===== config.mk =====
export PLATFORM = sky130hd
export DESIGN_NAME = multiset_store
export DESIGN_NICKNAME = d
export VERILOG_FILES = /design/src/sv/ms_pkg.sv /design/src/sv/ms_ctrl.sv /design/src/sv/ms_datapath.sv /design/src/sv/multiset_store.sv
export SDC_FILE = /design/constraint.sdc
export NUM_CORES = 1
export LEC_CHECK = 0
export BUFFER_PORTS_ARGS = -buffer_cell sky130_fd_sc_hd__buf_2
export CAP_MARGIN = 20
export CORE_MARGIN = 4
export CORE_UTILIZATION = 50
export CTS_CLUSTER_DIAMETER = 40
export DETAILED_ROUTE_END_ITERATION = 6
export PLACE_DENSITY = 0.69
export SLEW_MARGIN = 0
export SYNTH_ARGS = -nofsm -noshare
export SYNTH_HDL_FRONTEND = slang
export SYNTH_HIERARCHICAL = 1
export SYNTH_SLANG_ARGS = --single-unit

===== constraint.sdc =====
create_clock -name i_clk -period 3.7 [get_ports i_clk]
set_input_delay 0.37 -clock i_clk [delete_from_list [all_inputs] [get_ports i_clk]]
set_output_delay 0.37 -clock i_clk [all_outputs]
set_load 0.01 [all_outputs]

===== src/sv/ms_pkg.sv =====
// Types shared by the multiset store controller, datapath and top level.
// Depends on nothing.
package ms_pkg;

    typedef enum logic [1:0] {
        ACT_ADD    = 2'd0,
        ACT_REMOVE = 2'd1,
        ACT_COUNT  = 2'd2,
        ACT_CLEAR  = 2'd3
    } t_action;

    // Commands from the controller to the datapath.
    typedef struct packed {
        logic load;       // capture the incoming word and start a new scan
        logic issue;      // read the entry at the scan pointer
        logic read_last;  // read the last occupied entry
        logic move;       // write the last entry into the matched slot
        logic add_write;  // append the key
        logic clear;      // empty the store
        logic finish;     // load the result register
    } t_cmd;

    // Status from the datapath to the controller.
    typedef struct packed {
        t_action act;
        logic    occ_zero;
        logic    scan_last;
        logic    full;
        logic    found;
        logic    out_free;
    } t_sts;

endpackage


===== src/sv/ms_ctrl.sv =====
// Sequencing state machine of the multiset store.
// Depends on ms_pkg for the command and status types.
module ms_ctrl
    import ms_pkg::*;
(
    input  logic i_clk,
    input  logic i_rst_n,
    input  logic i_valid,
    output logic o_stall,
    input  t_sts i_sts,
    output t_cmd o_cmd
);

    typedef enum logic [6:0] {
        S_IDLE  = 7'b0000001,
        S_SCAN  = 7'b0000010,
        S_FLUSH = 7'b0000100,
        S_APPLY = 7'b0001000,
        S_FETCH = 7'b0010000,
        S_MOVE  = 7'b0100000,
        S_DONE  = 7'b1000000
    } t_state;

    t_state r_state;
    t_state n_state;

    assign o_stall = (r_state != S_IDLE);

    always_comb begin
        n_state = r_state;
        o_cmd   = '0;
        unique case (r_state)
            S_IDLE: begin
                if (i_valid) begin
                    o_cmd.load = 1'b1;
                    n_state    = i_sts.occ_zero ? S_APPLY : S_SCAN;
                end
            end
            S_SCAN: begin
                o_cmd.issue = 1'b1;
                if (i_sts.scan_last) begin
                    n_state = S_FLUSH;
                end
            end
            S_FLUSH: begin
                // The last read is compared during this cycle.
                n_state = S_APPLY;
            end
            S_APPLY: begin
                n_state = S_DONE;
                case (i_sts.act)
                    ACT_ADD: begin
                        o_cmd.add_write = !i_sts.full;
                    end
                    ACT_REMOVE: begin
                        if (i_sts.found) begin
                            n_state = S_FETCH;
                        end
                    end
                    ACT_CLEAR: begin
                        o_cmd.clear = 1'b1;
                    end
                    default: begin
                    end
                endcase
            end
            S_FETCH: begin
                o_cmd.read_last = 1'b1;
                n_state         = S_MOVE;
            end
            S_MOVE: begin
                o_cmd.move = 1'b1;
                n_state    = S_DONE;
            end
            S_DONE: begin
                if (i_sts.out_free) begin
                    o_cmd.finish = 1'b1;
                    n_state      = S_IDLE;
                end
            end
            default: begin
                n_state = S_IDLE;
            end
        endcase
    end

    always_ff @(posedge i_clk) begin
        if (!i_rst_n) begin
            r_state <= S_IDLE;
        end else begin
            r_state <= n_state;
        end
    end

endmodule


===== src/sv/ms_datapath.sv =====
// Entry memory, scan counters, match logic and result register of the multiset store.
// Depends on ms_pkg for the command and status types.
module ms_datapath
    import ms_pkg::*;
#(
    parameter int CAPACITY    = 16,
    parameter int VALUE_WIDTH = 32
) (
    input  logic        i_clk,
    input  logic        i_rst_n,
    input  logic [1:0]  i_action,
    input  logic [31:0] i_value,
    input  t_cmd        i_cmd,
    output t_sts        o_sts,
    input  logic        i_stall,
    output logic        o_valid,
    output logic        o_ok,
    output logic [4:0]  o_frequency,
    output logic [4:0]  o_size
);

    localparam int AW = (CAPACITY > 1) ? $clog2(CAPACITY) : 1;
    localparam int CW = $clog2(CAPACITY + 1);

    logic [VALUE_WIDTH-1:0] r_mem [CAPACITY];

    t_action                r_act;
    logic [VALUE_WIDTH-1:0] r_key;
    logic [CW-1:0]          r_occ;
    logic [CW-1:0]          r_ptr;
    logic [CW-1:0]          r_freq;
    logic                   r_found;
    logic                   r_ok;
    logic [AW-1:0]          r_hit_idx;
    logic [AW-1:0]          r_rd_idx;
    logic                   r_rd_vld;
    logic [VALUE_WIDTH-1:0] r_rd_data;
    logic                   r_out_vld;
    logic                   r_out_ok;
    logic [4:0]             r_out_freq;
    logic [4:0]             r_out_size;

    logic [VALUE_WIDTH+31:0] key_ext;
    logic [CW-1:0]           occ_m1;
    logic [AW-1:0]           rd_addr;
    logic                    hit;
    logic                    wr_en;
    logic [AW-1:0]           wr_addr;
    logic [VALUE_WIDTH-1:0]  wr_data;
    logic [CW+4:0]           freq_ext;
    logic [CW+4:0]           occ_ext;

    // Bits of the word above the entry width are dropped; narrower words are zero-filled.
    assign key_ext  = {{VALUE_WIDTH{1'b0}}, i_value};
    assign occ_m1   = r_occ - CW'(1);
    assign rd_addr  = i_cmd.read_last ? occ_m1[AW-1:0] : r_ptr[AW-1:0];
    assign hit      = r_rd_vld && (r_rd_data == r_key);
    assign wr_en    = i_cmd.add_write || i_cmd.move;
    assign wr_addr  = i_cmd.move ? r_hit_idx : r_occ[AW-1:0];
    assign wr_data  = i_cmd.move ? r_rd_data : r_key;
    assign freq_ext = {5'b0, r_freq};
    assign occ_ext  = {5'b0, r_occ};

    always_ff @(posedge i_clk) begin
        if (i_cmd.issue || i_cmd.read_last) begin
            r_rd_data <= r_mem[rd_addr];
        end
        if (wr_en) begin
            r_mem[wr_addr] <= wr_data;
        end
    end

    always_ff @(posedge i_clk) begin
        if (!i_rst_n) begin
            r_occ     <= '0;
            r_rd_vld  <= 1'b0;
            r_out_vld <= 1'b0;
        end else begin
            r_rd_vld <= i_cmd.issue;
            if (i_cmd.add_write) begin
                r_occ <= r_occ + CW'(1);
            end else if (i_cmd.move) begin
                r_occ <= occ_m1;
            end else if (i_cmd.clear) begin
                r_occ <= '0;
            end
            if (i_cmd.finish) begin
                r_out_vld <= 1'b1;
            end else if (!i_stall) begin
                r_out_vld <= 1'b0;
            end
        end
    end

    always_ff @(posedge i_clk) begin
        if (i_cmd.load) begin
            r_act   <= t_action'(i_action);
            r_key   <= key_ext[VALUE_WIDTH-1:0];
            r_ptr   <= '0;
            r_freq  <= '0;
            r_found <= 1'b0;
            r_ok    <= 1'b0;
        end else begin
            if (i_cmd.issue) begin
                r_ptr <= r_ptr + CW'(1);
            end
            if (hit) begin
                r_freq <= r_freq + CW'(1);
                if (!r_found) begin
                    r_found   <= 1'b1;
                    r_hit_idx <= r_rd_idx;
                end
            end
            if (i_cmd.add_write || i_cmd.move || i_cmd.clear) begin
                r_ok <= 1'b1;
            end
        end
        if (i_cmd.issue) begin
            r_rd_idx <= r_ptr[AW-1:0];
        end
        if (i_cmd.finish) begin
            r_out_ok   <= r_ok;
            r_out_freq <= freq_ext[4:0];
            r_out_size <= occ_ext[4:0];
        end
    end

    assign o_sts.act       = r_act;
    assign o_sts.occ_zero  = (r_occ == '0);
    assign o_sts.scan_last = (r_ptr == occ_m1);
    assign o_sts.full      = (r_occ == CW'(CAPACITY));
    assign o_sts.found     = r_found;
    assign o_sts.out_free  = !r_out_vld || !i_stall;

    assign o_valid     = r_out_vld;
    assign o_ok        = r_out_ok;
    assign o_frequency = r_out_freq;
    assign o_size      = r_out_size;

endmodule


===== src/sv/multiset_store.sv =====
// Multiset store: every held entry is read once through the single memory port, so the time
// from acceptance to result grows with the entries held; a remove that finds a match adds a
// fetch and a move, and an empty store skips the scan. The next word is taken only after
// the result is loaded, so the block works on one word at a time.
// Synchronous active-low reset empties the store and drops any pending result; the entry
// memory itself is not cleared, as only slots below the occupancy are ever read.
module multiset_store
    import ms_pkg::*;
#(
    parameter int CAPACITY    = 16,
    parameter int VALUE_WIDTH = 32
) (
    input  logic        i_clk,
    input  logic        i_rst_n,
    input  logic        i_valid,
    output logic        o_stall,
    input  logic [1:0]  i_action,
    input  logic [31:0] i_value,
    output logic        o_valid,
    input  logic        i_stall,
    output logic        o_ok,
    output logic [4:0]  o_frequency,
    output logic [4:0]  o_size
);

    // The controller steps through scan, apply and, for a remove that hits, a fetch of the
    // last entry and its move into the freed slot. The datapath owns all storage and the
    // result register, so a finished result can wait there while the next word is taken.
    t_cmd cmd;
    t_sts sts;

    ms_ctrl u_ctrl (
        .i_clk   (i_clk),
        .i_rst_n (i_rst_n),
        .i_valid (i_valid),
        .o_stall (o_stall),
        .i_sts   (sts),
        .o_cmd   (cmd)
    );

    // The scan issues one read a cycle; the registered read data is compared with the
    // key in the next cycle, counting matches and noting the first matching slot.
    ms_datapath #(
        .CAPACITY    (CAPACITY),
        .VALUE_WIDTH (VALUE_WIDTH)
    ) u_dp (
        .i_clk       (i_clk),
        .i_rst_n     (i_rst_n),
        .i_action    (i_action),
        .i_value     (i_value),
        .i_cmd       (cmd),
        .o_sts       (sts),
        .i_stall     (i_stall),
        .o_valid     (o_valid),
        .o_ok        (o_ok),
        .o_frequency (o_frequency),
        .o_size      (o_size)
    );

endmodule


# Word level (Yosys, flattened, before mapping)
# Memories as Yosys holds them, arrays and structs flattened. A register that Yosys moved wholly into a read port is not among the register bits.
# Index checks and enable logic that the tools add are counted.
# totals
ramBits	512
output_inout_bits	13
mem_count	1
wordCells	79
input_bits	38
register_bits	79
# classes
eq_ne	17
bitwise_logic	2
n_reduce_logical	13
add_sub_neg	4
mux	27
# memory_table
name	words	word_bits	rd	rd_ports_with_merged_regs	wr	line	source
u_dp.r_mem	16	32	1	1	1	ms_datapath.sv:25	logic [VALUE_WIDTH-1:0] r_mem [CAPACITY];
# op_table
op	n
$pmux W7 S7	1
$mux W7	5
$eq A32 B32 Y1	1
$mux W32	1
$add A5 B1 Y5 const B	3
$mux W5	3
$mux W1	13
$mux W4	3
$eq A7 B1 Y1 const B	1
$eq A7 B2 Y1 const B	1
$eq A7 B3 Y1 const B	1
$eq A7 B4 Y1 const B	1
$eq A7 B5 Y1 const B	1
$eq A7 B6 Y1 const B	1
$eq A7 B7 Y1 const B	1
$ne A7 B1 Y1 const B	1
$ne A2 B2 Y1 const B	3
$reduce_and A3 Y1	2
$eq A5 B5 Y1	1
$eq A5 B5 Y1 const B	1
$logic_not A5 Y1	1
$sub A5 B1 Y5 const B	1
$logic_or A1 B1 Y1	4
$logic_not A1 Y1	3
other kinds (8)	9

# Logic depth before layout (Yosys ltp)
# Gate-level depths: netlist (run 1).
# depth
depth_word	7
mapped_depth	12
depth_no_buf	10

# By module
# Netlist (run 1), hierarchy kept.
# by_module_without_submodules
mod	instances	cells_each	seq_area_each_um2	area_each_um2
ms_datapath	1	1131	18307.6	24081.8
ms_ctrl	1	60	140.1	490.5

# Worst setup path before layout (run 1)
# No wires, ideal clock.
# synth_timing
path_kind	register -> register
from	register u_dp.r_occ[0]
to	memory u_dp.r_mem[0][0] (enable)
required_time_ps	3279
arrival_time_ps	3547
setup_ps	421
period_less_slack_ps	3968
path_stages_with_launch	12
setup_slack_ps	-268
path_buffers	2
path_cell_list	dfxtp_1 buf_4 inv_1 ha_1 nand2_1 nor2_1 nor4b_1 clkbuf_1 inv_1 nor4_1 a21oi_1 nor2_1
# synth_rtl
element	line	source
start: declaration	ms_datapath.sv:29	logic [CW-1:0] r_occ;
start signal: assignment	ms_datapath.sv:81	r_occ <= r_occ + CW'(1);
start signal: assignment	ms_datapath.sv:83	r_occ <= occ_m1;
end: declaration	ms_datapath.sv:25	

==> out/qor.csv, run 1 <==
stage,metric,value,unit
synth,async_reset_ff_share,0,%
setup_path,cp_max_fo,54,
detailed_routing,drt_wl_total,54.0,mm
cts,post_cts_buffers,0,
global_route,globalRouteOverflowTotal,0,
die,fp.dieH,230,um
sta,relSlewSlack,28.2,%
power,pwr-share-clk,46.3,%
setup_path,critPathRequiredTime,4.03,ns
synth,yosys_register_bits,623,
power,combPwrFrac,3.8,%
hold_path,hold_path_class,in -> reg,
synth,syn-num-nets,1233,
detailed_routing,drtPass1Iterations,5,
setup_path,critPathKind,reg -> reg,
sta,timing.final.crit_share,87.0,%
run,cap_viol_max_count,0,
detailed_routing,drc,0,
finish,final_cell_mix,"edfxtp_1 (597), mux4_2 (128), mux2i_1 (98)",
cts,ctsResizeCount,0,
sta,hold_viol,0,
sta,setup_violations,0,
setup_path,critPathSlowestCell,mux4_2,
sta,finClkSkew,0.0227,ns
setup_path,max_stage_delay,0.56,ns
setup_path,critical_path.cell_chain,nor3_1 -> buf_4 -> nand4b_1 -> inv_1 -> nand2_1 -> o21ai_4 -> buf_12 -> mux4_2 -> mux2i_1 -> mux2i_1,
synth,syn_area_per_cell,20.6,um2
power,ir_drop,0.000457,V
cts,cts_buffer_depth,3,
sta,setup_tns,0,ns
sta,maxSlewViolCount,0,
global_route,grt_start_max_net_pins,55,
sta,fin_crit,3.22,ns
detailed_routing,vias,12200,
outcome,status,"finished, final reports clean",
power,power_density,552,mW/mm2
setup_path,crit_top_cell,mux2i_1,
setup_path,cp-end-kind,flop,
die,initial_utilization,51.0,%
die,die-width,230,um
power,internal-power,0.0126,W
global_route,antenna_found_initial,0,
synth,synth_edf_count,597,
die,fp.coreArea,0.0481,mm2
cts,holdBufCountCts,34,
placement,gp_congestion,0.831,
sta,fin_hold_ws,0.0627,ns
synth,synth_warnings,6,
synth,synthCells,1191,
cts,clkSinkCount,623,
detailed_routing,ant_nets,0,
placement,io_buffer_count,50,
cts,ctsRootBufferMaster,clkbuf_16,
sta,setup_ws,0.480,ns
cts,clk_pin_slew_worst_paths,0.05,ns
power,swShare,21.5,%
synth,synth_flop_cell,edfxtp_1,
detailed_routing,wl_per_cell,26.0,um
placement,dp_hpwl,29.8,mm
synth,ys_seq_area_share,75.1,%
setup_path,cp.arrival,3.55,ns
detailed_routing,drt_iter0_drc,1347,
synth,synth.distinct_cells,53,
global_route,grt_util_all_layers,20.8,%
finish,n_antenna_cell,0,
cts,cts_made_buffers,78,
setup_path,start_kind,flop,
detailed_routing,via_per_inst,5.87,
sta,rsz0062_at_grt,false,
placement,pre_cts_slack,0.478,ns
power,p_leak,9.54,nW
power,power.switching,0.00347,W
finish,nFillCells,3339,
die,boundaryPins,51,
global_route,grt_pass1_wl,80.9,mm
finish,area_delta_synth_final,18.7,%
finish,nNetsFinal,1400,
sta,worstMarginPinSlew,1.07,ns
cts,clk_latency,0.61,ns
finish,drive_gt1_share,29.9,%
sta,fmax,311,MHz
finish,layout_commonest_cell,edfxtp_1,
die,rows,80,
cts,cts_tree,done,
power,seqPwrFrac,49.9,%
synth,synth_area,0.0246,mm2
cts,cts_max_level,3,
die,die_area,0.0528,mm2
global_route,grt_pass1_vias,12500,
==> cells by family (layout without fill, tap and decap cells) <==
kind of cell	count (synthesis)	after routing	synth area share, %
flip-flops	623	623	75.1
adder cells (fa/ha/maj)	4	4	0.204
AO/OA/AOI/OAI	50	50	1.39
AND/OR/NAND/NOR	142	142	3.07
buffers and inverters	65	294	1.29
multiplexers	261	261	17.3
XOR/XNOR	46	46	1.64
==> Yosys cell counts (all sizes together), types with 9 or more instances <==
library cell  count  area, um2
nor3             12       60.1
mux2i            98        981
mux4            128       2880
buf              34        201
nand2            18       67.6
dfxtp            26        521
mux2             35        394
nor4             16        106
clkbuf           20       75.1
nand3             9       45.0
a21oi            16       80.1
xor2             39        342
nor2             46        173
edfxtp          597      17900
inv              11       41.3
==> power groups by stage <==
stage          logic [W]  registers, W  clock network [W]
6_report        0.000616       0.00803            0.00745
5_1_grt         0.000667       0.00803            0.00792
4_1_cts         0.000614       0.00802            0.00758
3_5_place_dp    0.000585       0.00817                  0
3_3_place_gp    0.000559       0.00817                  0
2_1_floorplan   0.000343       0.00814                  0
==> final timing paths <==
kind | startpoint | endpoint | slack [ns] | cells past startpoint
setup / recovery | u_ctrl/r_state[5]$_SDFFE_PN0P_ | u_dp/r_rd_data[13]$_DFFE_PP_ | 0.48 | 10
hold / removal | i_stall | u_dp/o_valid$_SDFFE_PN0P_ | 0.06 | 3
setup reg to reg | u_ctrl/r_state[5]$_SDFFE_PN0P_ | u_dp/r_rd_data[13]$_DFFE_PP_ | 0.48 | 10
hold reg to reg | u_dp/r_rd_idx[2]$_DFFE_PP_ | u_dp/r_hit_idx[2]$_DFFE_PP_ | 0.41 | 0
==> cell type report <==
cell class                      instances  area, um2  area share [%]
Clock buffer                           88       2010            6.89
Clock inverter                         54        558            1.91
Inverter                               11       41.3           0.142
Multi-Input combinational cell        503       5990            20.6
Sequential cell                       623      18400            63.2
Tap cell                              656        821            2.81
Timing Repair Buffer                  141       1290            4.44
==> worst max-delay path, delay by kind of cell, from the launching register on <==
kind	cells	cell delay [ns]
buf+inv	3	0.97
mux	3	0.86
simple gates	3	0.53
flops	1	0.37
compound gates	1	0.17
==> stage by stage <==
stage	power [W]	instances	util (%)	cell area, um2
3_3_place_gp	0.00873	1900	54.5	26300
3_5_place_dp	0.00876	1900	54.5	26300
4_1_cts	0.0162	2076	60.6	29200
5_1_grt	0.0166	2076	60.6	29200
2_1_floorplan	0.00848	1191	-	24600
6_report	0.0161	2076	60.6	29200
==> state kept, by name (all words and copies together) (netlist names), 5 cells and up <==
register          count
u_dp/r_ptr            5
u_dp/r_rd_data       32
u_dp/r_freq           5
u_dp/o_size           5
u_dp/r_key           32
u_dp/r_occ            5
u_ctrl/r_state        7
u_dp/o_frequency      5
u_dp/r_mem          512
==> layer usage <==
metal,global-route usage (%),vias to the layer above,share of wire (%)
met1,28.5,6401,41
li1,-,5248,-
met2,34.3,448,50
met3,4.78,88,7.0
met4,5.53,0,2.2
met5,0,-,0
(Power assumes the default switching activity.)
==> inputs of run 2 (changes only) <==
Settings changed: CORE_MARGIN 4 to 2, REMOVE_ABC_BUFFERS set to 1.
==> run 2 against run 1 <==
Net effect: non-clock buffer count up 5; via count up 1.9%; sequential share of layout area down 0.62 points; cell area up 0.98%; sequential cell count unchanged; highest routed layer unchanged.
==> out/qor.csv, run 2 (same netlist as run 1, synthesis figures left out) <==
stage,metric,value,unit,change
outcome,status,"finished, final reports clean",,
global_route,grt_pass1_vias,12700,,+1.5%
cts,cts_made_buffers,82,,+5.1%
setup_path,critPathKind,reg -> reg,,
finish,drive_gt1_share,30.6,%,+0.75 points
power,finalPower,0.0167,W,+4.1%
detailed_routing,drc,0,,unchanged
setup_path,cp.arrival,3.56,ns,about the same
finish,design_area,0.0295,mm2,+0.98%
setup_path,cp_max_fo,14,,-74%
power,power_density,569,mW/mm2,+3.1%
sta,hold_viol,0,,unchanged
run,cap_viol_max_count,0,,unchanged
cts,ctsResizeCount,0,,unchanged
setup_path,start_kind,flop,,
setup_path,rr_startpoint,u_ctrl/r_state[0]$_SDFFE_PN1P_,,
sta,setup_violations,0,,unchanged
detailed_routing,vias,12400,,+1.9%
finish,n_antenna_cell,0,,unchanged
sta,worstMarginPinSlew,0.998,ns,-0.0744 ns
detailed_routing,drtPass1Iterations,5,,unchanged
finish,final_cell_mix,"edfxtp_1 (597), mux4_2 (128), mux2i_1 (98)",,
detailed_routing,drt_iter0_drc,1437,,+6.7%
global_route,grt_util_all_layers,22.3,%,+1.4 points
detailed_routing,ant_nets,0,,unchanged
power,ir_drop,0.000303,V,-34%
power,p_leak,9.69,nW,+1.6%
finish,nFillCells,3338,,-0.030%
global_route,globalRouteOverflowTotal,0,,unchanged
sta,maxSlewViolCount,0,,unchanged
sta,rsz0062_at_grt,false,,
cts,clk_pin_slew_worst_paths,0.05,ns,about the same
cts,cts_max_level,3,,unchanged
finish,regMostFlops,u_dp/r_mem,,
die,die-width,226,um,-1.7%
global_route,antenna_found_initial,0,,unchanged
die,fp.coreArea,0.0487,mm2,+1.2%
placement,dp_hpwl,30.1,mm,+0.80%
placement,dpl_cell_area,0.0263,mm2,about the same
setup_path,setup.worst_path.start,u_ctrl/r_state[0]$_SDFFE_PN1P_,,
sta,timing.final.crit_share,86.7,%,-0.31 points
placement,io_buffer_count,50,,unchanged
finish,area_delta_synth_final,19.9,%,
finish,nNetsFinal,1409,,+0.64%
detailed_routing,drt_wl_total,55.1,mm,+1.9%
die,boundaryPins,51,,unchanged
hold_path,hold_path_class,in -> reg,,
cts,clkSinkCount,623,,unchanged
setup_path,critPathRequiredTime,4.05,ns,+0.02 ns
sta,finClkSkew,0.0206,ns,-0.00211 ns
cts,cts_buffer_depth,3,,unchanged
finish,layout_commonest_cell,edfxtp_1,,
finish,multiInputGateArea,0.00599,mm2,unchanged
die,rows,81,,+1.3%
sta,relSlewSlack,33.2,%,+5.0 points
detailed_routing,via_per_inst,5.92,,+0.79%
die,die_area,0.0509,mm2,-3.5%
global_route,grt_start_max_net_pins,49,,-11%
finish,reg.largest.list,"u_dp/r_mem x512, u_dp/r_key x32, u_dp/r_rd_data x32",,
sta,fmax,312,MHz,+0.35%
hold_path,hold_start,i_stall,,
sta,fin_crit,3.21,ns,-0.0113 ns
detailed_routing,wl_per_cell,26.3,um,+0.88%
cts,clk_latency,0.61,ns,about the same
die,initial_utilization,50.4,%,-0.63 points
cts,cts_tree,done,,
die,fp.dieH,226,um,-1.7%
setup_path,cp-end-kind,flop,,
cts,ctsRootBufferMaster,clkbuf_16,,
sta,setup_tns,0,ns,unchanged
global_route,grt_pass1_wl,80.9,mm,about the same
placement,gp_congestion,0.821,,-1.2%
finish,final_util,60.4,%,-0.16 points
finish,seqCellArea,0.0184,mm2,unchanged
finish,largest_reg_flops,512,,unchanged
[run 2: area by class of cell]
type                    instances  share of cell area [%]
multi-input cells             503                    20.4
flip-flops and latches        623                    62.6
repair buffers                146                    4.35
clock inverters                58                    2.45
clock buffers                  93                    7.25
inverters                      11                   0.140
well taps                     664                    2.82
[run 2: through the flow]
step | hold WS (ns) | setup slack (ns) | std cells
after CTS | 0.0109 | 0.511 | 2098
final | 0.0351 | 0.491 | 2098
after detailed placement | 0.405 | 0.539 | 1913
after floorplan | 0.400 | -8.56 | 1137
after global routing | 0.0540 | 0.271 | 2098
after global placement | 0.409 | 0.606 | 1913
[run 2: path summary, 6_finish.rpt]
path,end,slack [ns],cells past startpoint
min,u_dp/o_valid$_SDFFE_PN0P_,0.04,3
min reg2reg,u_dp/r_hit_idx[2]$_DFFE_PP_,0.42,0
max,u_dp/r_rd_data[8]$_DFFE_PP_,0.49,10
max reg2reg,u_dp/r_rd_data[8]$_DFFE_PP_,0.49,10
[run 2: what timing repair did]
item	4_1_cts	5_1_grt
setup buffers	0	0
endpoints found under the hold margin	34	0
hold buffers	34	0
[run 2: critical path: stages (launching register included)]
cell and delay [ns]:
dfxtp_1 0.39, nor3_1 0.27, nand4b_1 0.18, inv_1 0.40, nand2_1 0.17, o21ai_4 0.28, buf_12 0.26, buf_4 0.17
mux4_2 0.50, mux2i_1 0.22, mux2i_1 0.10
[run 2: metal layers]
layer | part of all wire, % | global-route usage [%] | vias up
li1 | - | - | 5275
met1 | 41 | 31.0 | 6471
met2 | 48 | 35.3 | 555
met3 | 7.8 | 4.36 | 110
met4 | 2.8 | 8.20 | 0
met5 | 0 | 0 | -
[run 2: where the power goes]
part | total (W) | switching, W | leakage, nW | internal, W
Clock | 0.00812 | 0.00306 | 1.37 | 0.00506
Combinational | 0.000589 | 0.000413 | 2.73 | 0.000176
Sequential | 0.00804 | 0.0000756 | 5.59 | 0.00796
==> inputs of run 3 (changes only) <==
Settings changed: BUFFER_PORTS_ARGS -buffer_cell sky130_fd_sc_hd__buf_2 to not set, DONT_BUFFER_PORTS set to 1.
Clock period 3.7 ns to 2.58 ns, I/O delays scaled along.
==> run 3 against run 2 <==
Net effect: the flow now finishes with violations (setup timing); non-clock buffer count is 101 higher; via count is 5.2% higher; critical path depth is 2 higher; sequential share of layout area is 4.3 points lower; hold slack better by 0.049 ns; cell count is 4.9% higher; maximum frequency is 16% higher; critical endpoint is now u_dp/r_rd_data[6]$_DFFE_PP_.
==> out/qor.csv, run 3 (same netlist as run 1, synthesis figures left out) <==
stage,metric,value,unit,change
outcome,status,finished with violations,,
outcome,violations,setup timing,,
sta,setup_tns,-5.54,ns,-5.54 ns
detailed_routing,drt_wl_total,60.9,mm,+11%
die,fp.coreArea,0.0487,mm2,unchanged
setup_path,critPathSlowestCell,mux4_2,,
sta,fin_hold_ws,0.0845,ns,+0.0494 ns
finish,layout_commonest_cell,edfxtp_1,,
setup_path,cp_top_family,multiplexers,,
finish,seqCellArea,0.0185,mm2,about the same
finish,regMostFlops,u_dp/r_mem,,
sta,worstMarginPinSlew,0.604,ns,-0.394 ns
detailed_routing,drc,0,,unchanged
finish,area_delta_synth_final,28.7,%,
finish,multiInputGateArea,0.00621,mm2,+3.5%
finish,fin_cells,2201,,+4.9%
global_route,globalRouteOverflowTotal,0,,unchanged
setup_path,critPathKind,reg -> reg,,
setup_path,crit_top_cell,buf_12,,
setup_path,max_stage_delay,0.53,ns,+0.03 ns
placement,gp_congestion,0.810,,-1.3%
power,power_density,758,mW/mm2,+33%
sta,setup_ws,-0.185,ns,-0.677 ns
hold_path,hold_path_class,in -> reg,,
power,swShare,22.5,%,+1.3 points
placement,io_buffer_count,0,,-100%
sta,rsz0062_at_grt,true,,
power,finalPower,0.0240,W,+43%
detailed_routing,wl_per_cell,27.7,um,+5.4%
sta,maxSlewViolCount,0,,unchanged
die,fp.dieH,226,um,unchanged
cts,clk_latency,0.63,ns,+0.02 ns
setup_path,critical_path.cell_chain,nor3_4 -> nand4b_1 -> inv_2 -> nand2_2 -> o21ai_4 -> buf_12 -> buf_12 -> buf_16 -> buf_6 -> mux4_2 -> mux2i_2 -> mux2i_1,,
setup_path,critPathRequiredTime,2.95,ns,-1.10 ns
setup_path,crit_buf_inv,5,,+2
cts,clk_pin_slew_worst_paths,0.06,ns,about the same
die,initial_utilization,50.4,%,unchanged
global_route,grt_util_all_layers,22.6,%,+0.35 points
setup_path,start_kind,flop,,
power,internal-power,0.0186,W,+41%
finish,nNetsFinal,1512,,+7.3%
placement,dpl_cell_area,0.0269,mm2,+2.6%
power,pwr-share-clk,47.7,%,-0.8 points
cts,ctsRootBufferMaster,clkbuf_16,,
sta,fmax,362,MHz,+16%
cts,cts_tree,done,,
die,rows,81,,unchanged
global_route,grt_pass1_wl,82.8,mm,+2.4%
setup_path,cp_max_fo,11,,-3
die,die_area,0.0509,mm2,unchanged
run,cap_viol_max_count,0,,unchanged
die,boundaryPins,51,,unchanged
cts,cts_buffer_depth,3,,unchanged
cts,cts_made_buffers,84,,+2.4%
setup_path,cp-end-kind,flop,,
detailed_routing,drtPass1Iterations,5,,unchanged
global_route,grt_pass1_vias,13000,,+2.1%
setup_path,cp.arrival,3.13,ns,-0.43 ns
finish,nFillCells,3071,,-8.0%
sta,fin_crit,2.77,ns,-0.443 ns
finish,final_cell_mix,"edfxtp_1 (597), mux4_2 (128), clkbuf_16 (104)",,
sta,timing.final.crit_share,107,%,+20 points
sta,finClkSkew,0.0424,ns,+0.0218 ns
global_route,antenna_found_initial,0,,unchanged
cts,clkSinkCount,623,,unchanged
power,p_leak,10.6,nW,+9.6%
detailed_routing,via_per_inst,5.93,,+0.27%
power,combPwrFrac,4.2,%,+0.7 points
power,ir_drop,0.000556,V,+84%
sta,hold_viol,0,,unchanged
detailed_routing,vias,13100,,+5.2%
sta,setup_violations,119,,+119
cts,cts_max_level,3,,unchanged
power,power.switching,0.00538,W,+52%
finish,drive_gt1_share,37.5,%,+6.9 points
finish,largest_reg_flops,512,,unchanged
placement,place_inst,1940,,+1.4%
detailed_routing,drt_iter0_drc,1422,,-1.0%
sta,relSlewSlack,59.2,%,+26 points
finish,design_area,0.0316,mm2,+7.4%
placement,dp_hpwl,34.1,mm,+13%
finish,reg.largest.list,"u_dp/r_mem x512, u_dp/r_key x32, u_dp/r_rd_data x32",,
finish,n_antenna_cell,0,,unchanged
die,die-width,226,um,unchanged
power,seqPwrFrac,48.1,%,about the same
global_route,grt_start_max_net_pins,33,,-33%
detailed_routing,ant_nets,0,,unchanged
-- run 3: stage by stage --
stage	setup slack (ns)	util, %
final	-0.185	64.9
after detailed placement	-0.273	55.3
after global placement	-0.266	55.3
after floorplan	-9.68	-
after CTS	-0.152	63.0
after global routing	-0.251	64.9
-- run 3: power groups by stage --
stage	Sequential, W	Clock (W)	Combinational, W
after floorplan	0.0117	0	0.000481
after global placement	0.0117	0	0.000848
after detailed placement	0.0117	0	0.000897
after CTS	0.0115	0.0115	0.000965
after global routing	0.0115	0.0120	0.00107
final	0.0115	0.0114	0.00100
-- run 3: path summary, 6_finish.rpt --
| check | from | to | slack, ns | cells past startpoint |
|---|---|---|---|---|
| min | i_stall | u_ctrl/r_state[6]$_SDFFE_PN0P_ | 0.08 | 4 |
| min reg2reg | u_dp/r_rd_idx[1]$_DFFE_PP_ | u_dp/r_hit_idx[1]$_DFFE_PP_ | 0.42 | 0 |
| max | u_ctrl/r_state[5]$_SDFFE_PN0P_ | u_dp/r_rd_data[6]$_DFFE_PP_ | -0.19 | 12 |
| max reg2reg | u_ctrl/r_state[5]$_SDFFE_PN0P_ | u_dp/r_rd_data[6]$_DFFE_PP_ | -0.19 | 12 |
-- run 3: timing repair --
action / CTS / global route
hold endpoints to repair: 48 / 0
gates cloned: 4 / 24
gates resized for setup: 58 / 47
buffers inserted: 20 / 26
endpoints found under the setup margin: 31 / 571
hold buffers: 37 / 0
pin swaps: 4 / 7
-- run 3: per-layer routing --
layer	track usage [%]	wire length, um
met3	5.61	5390
met2	33.9	29100
met4	6.99	1750
met5	0	0
met1	33.0	24700
-- run 3: final cells by class --
| class | instances | share of cell area [%] |
|---|---|---|
| clock buffers | 96 | 6.96 |
| well taps | 664 | 2.63 |
| flip-flops and latches | 623 | 58.4 |
| clock inverters | 57 | 1.94 |
| inverters | 11 | 0.131 |
| multi-input cells | 503 | 19.6 |
| repair buffers | 247 | 10.4 |
-- run 3: worst register-to-register path, delay by kind of cell (launching register included) --
kind | cells | cell delay (ns)
flops | 1 | 0.33
compound gates | 1 | 0.11
buf+inv | 5 | 0.69
simple gates | 3 | 0.47
mux | 3 | 0.94
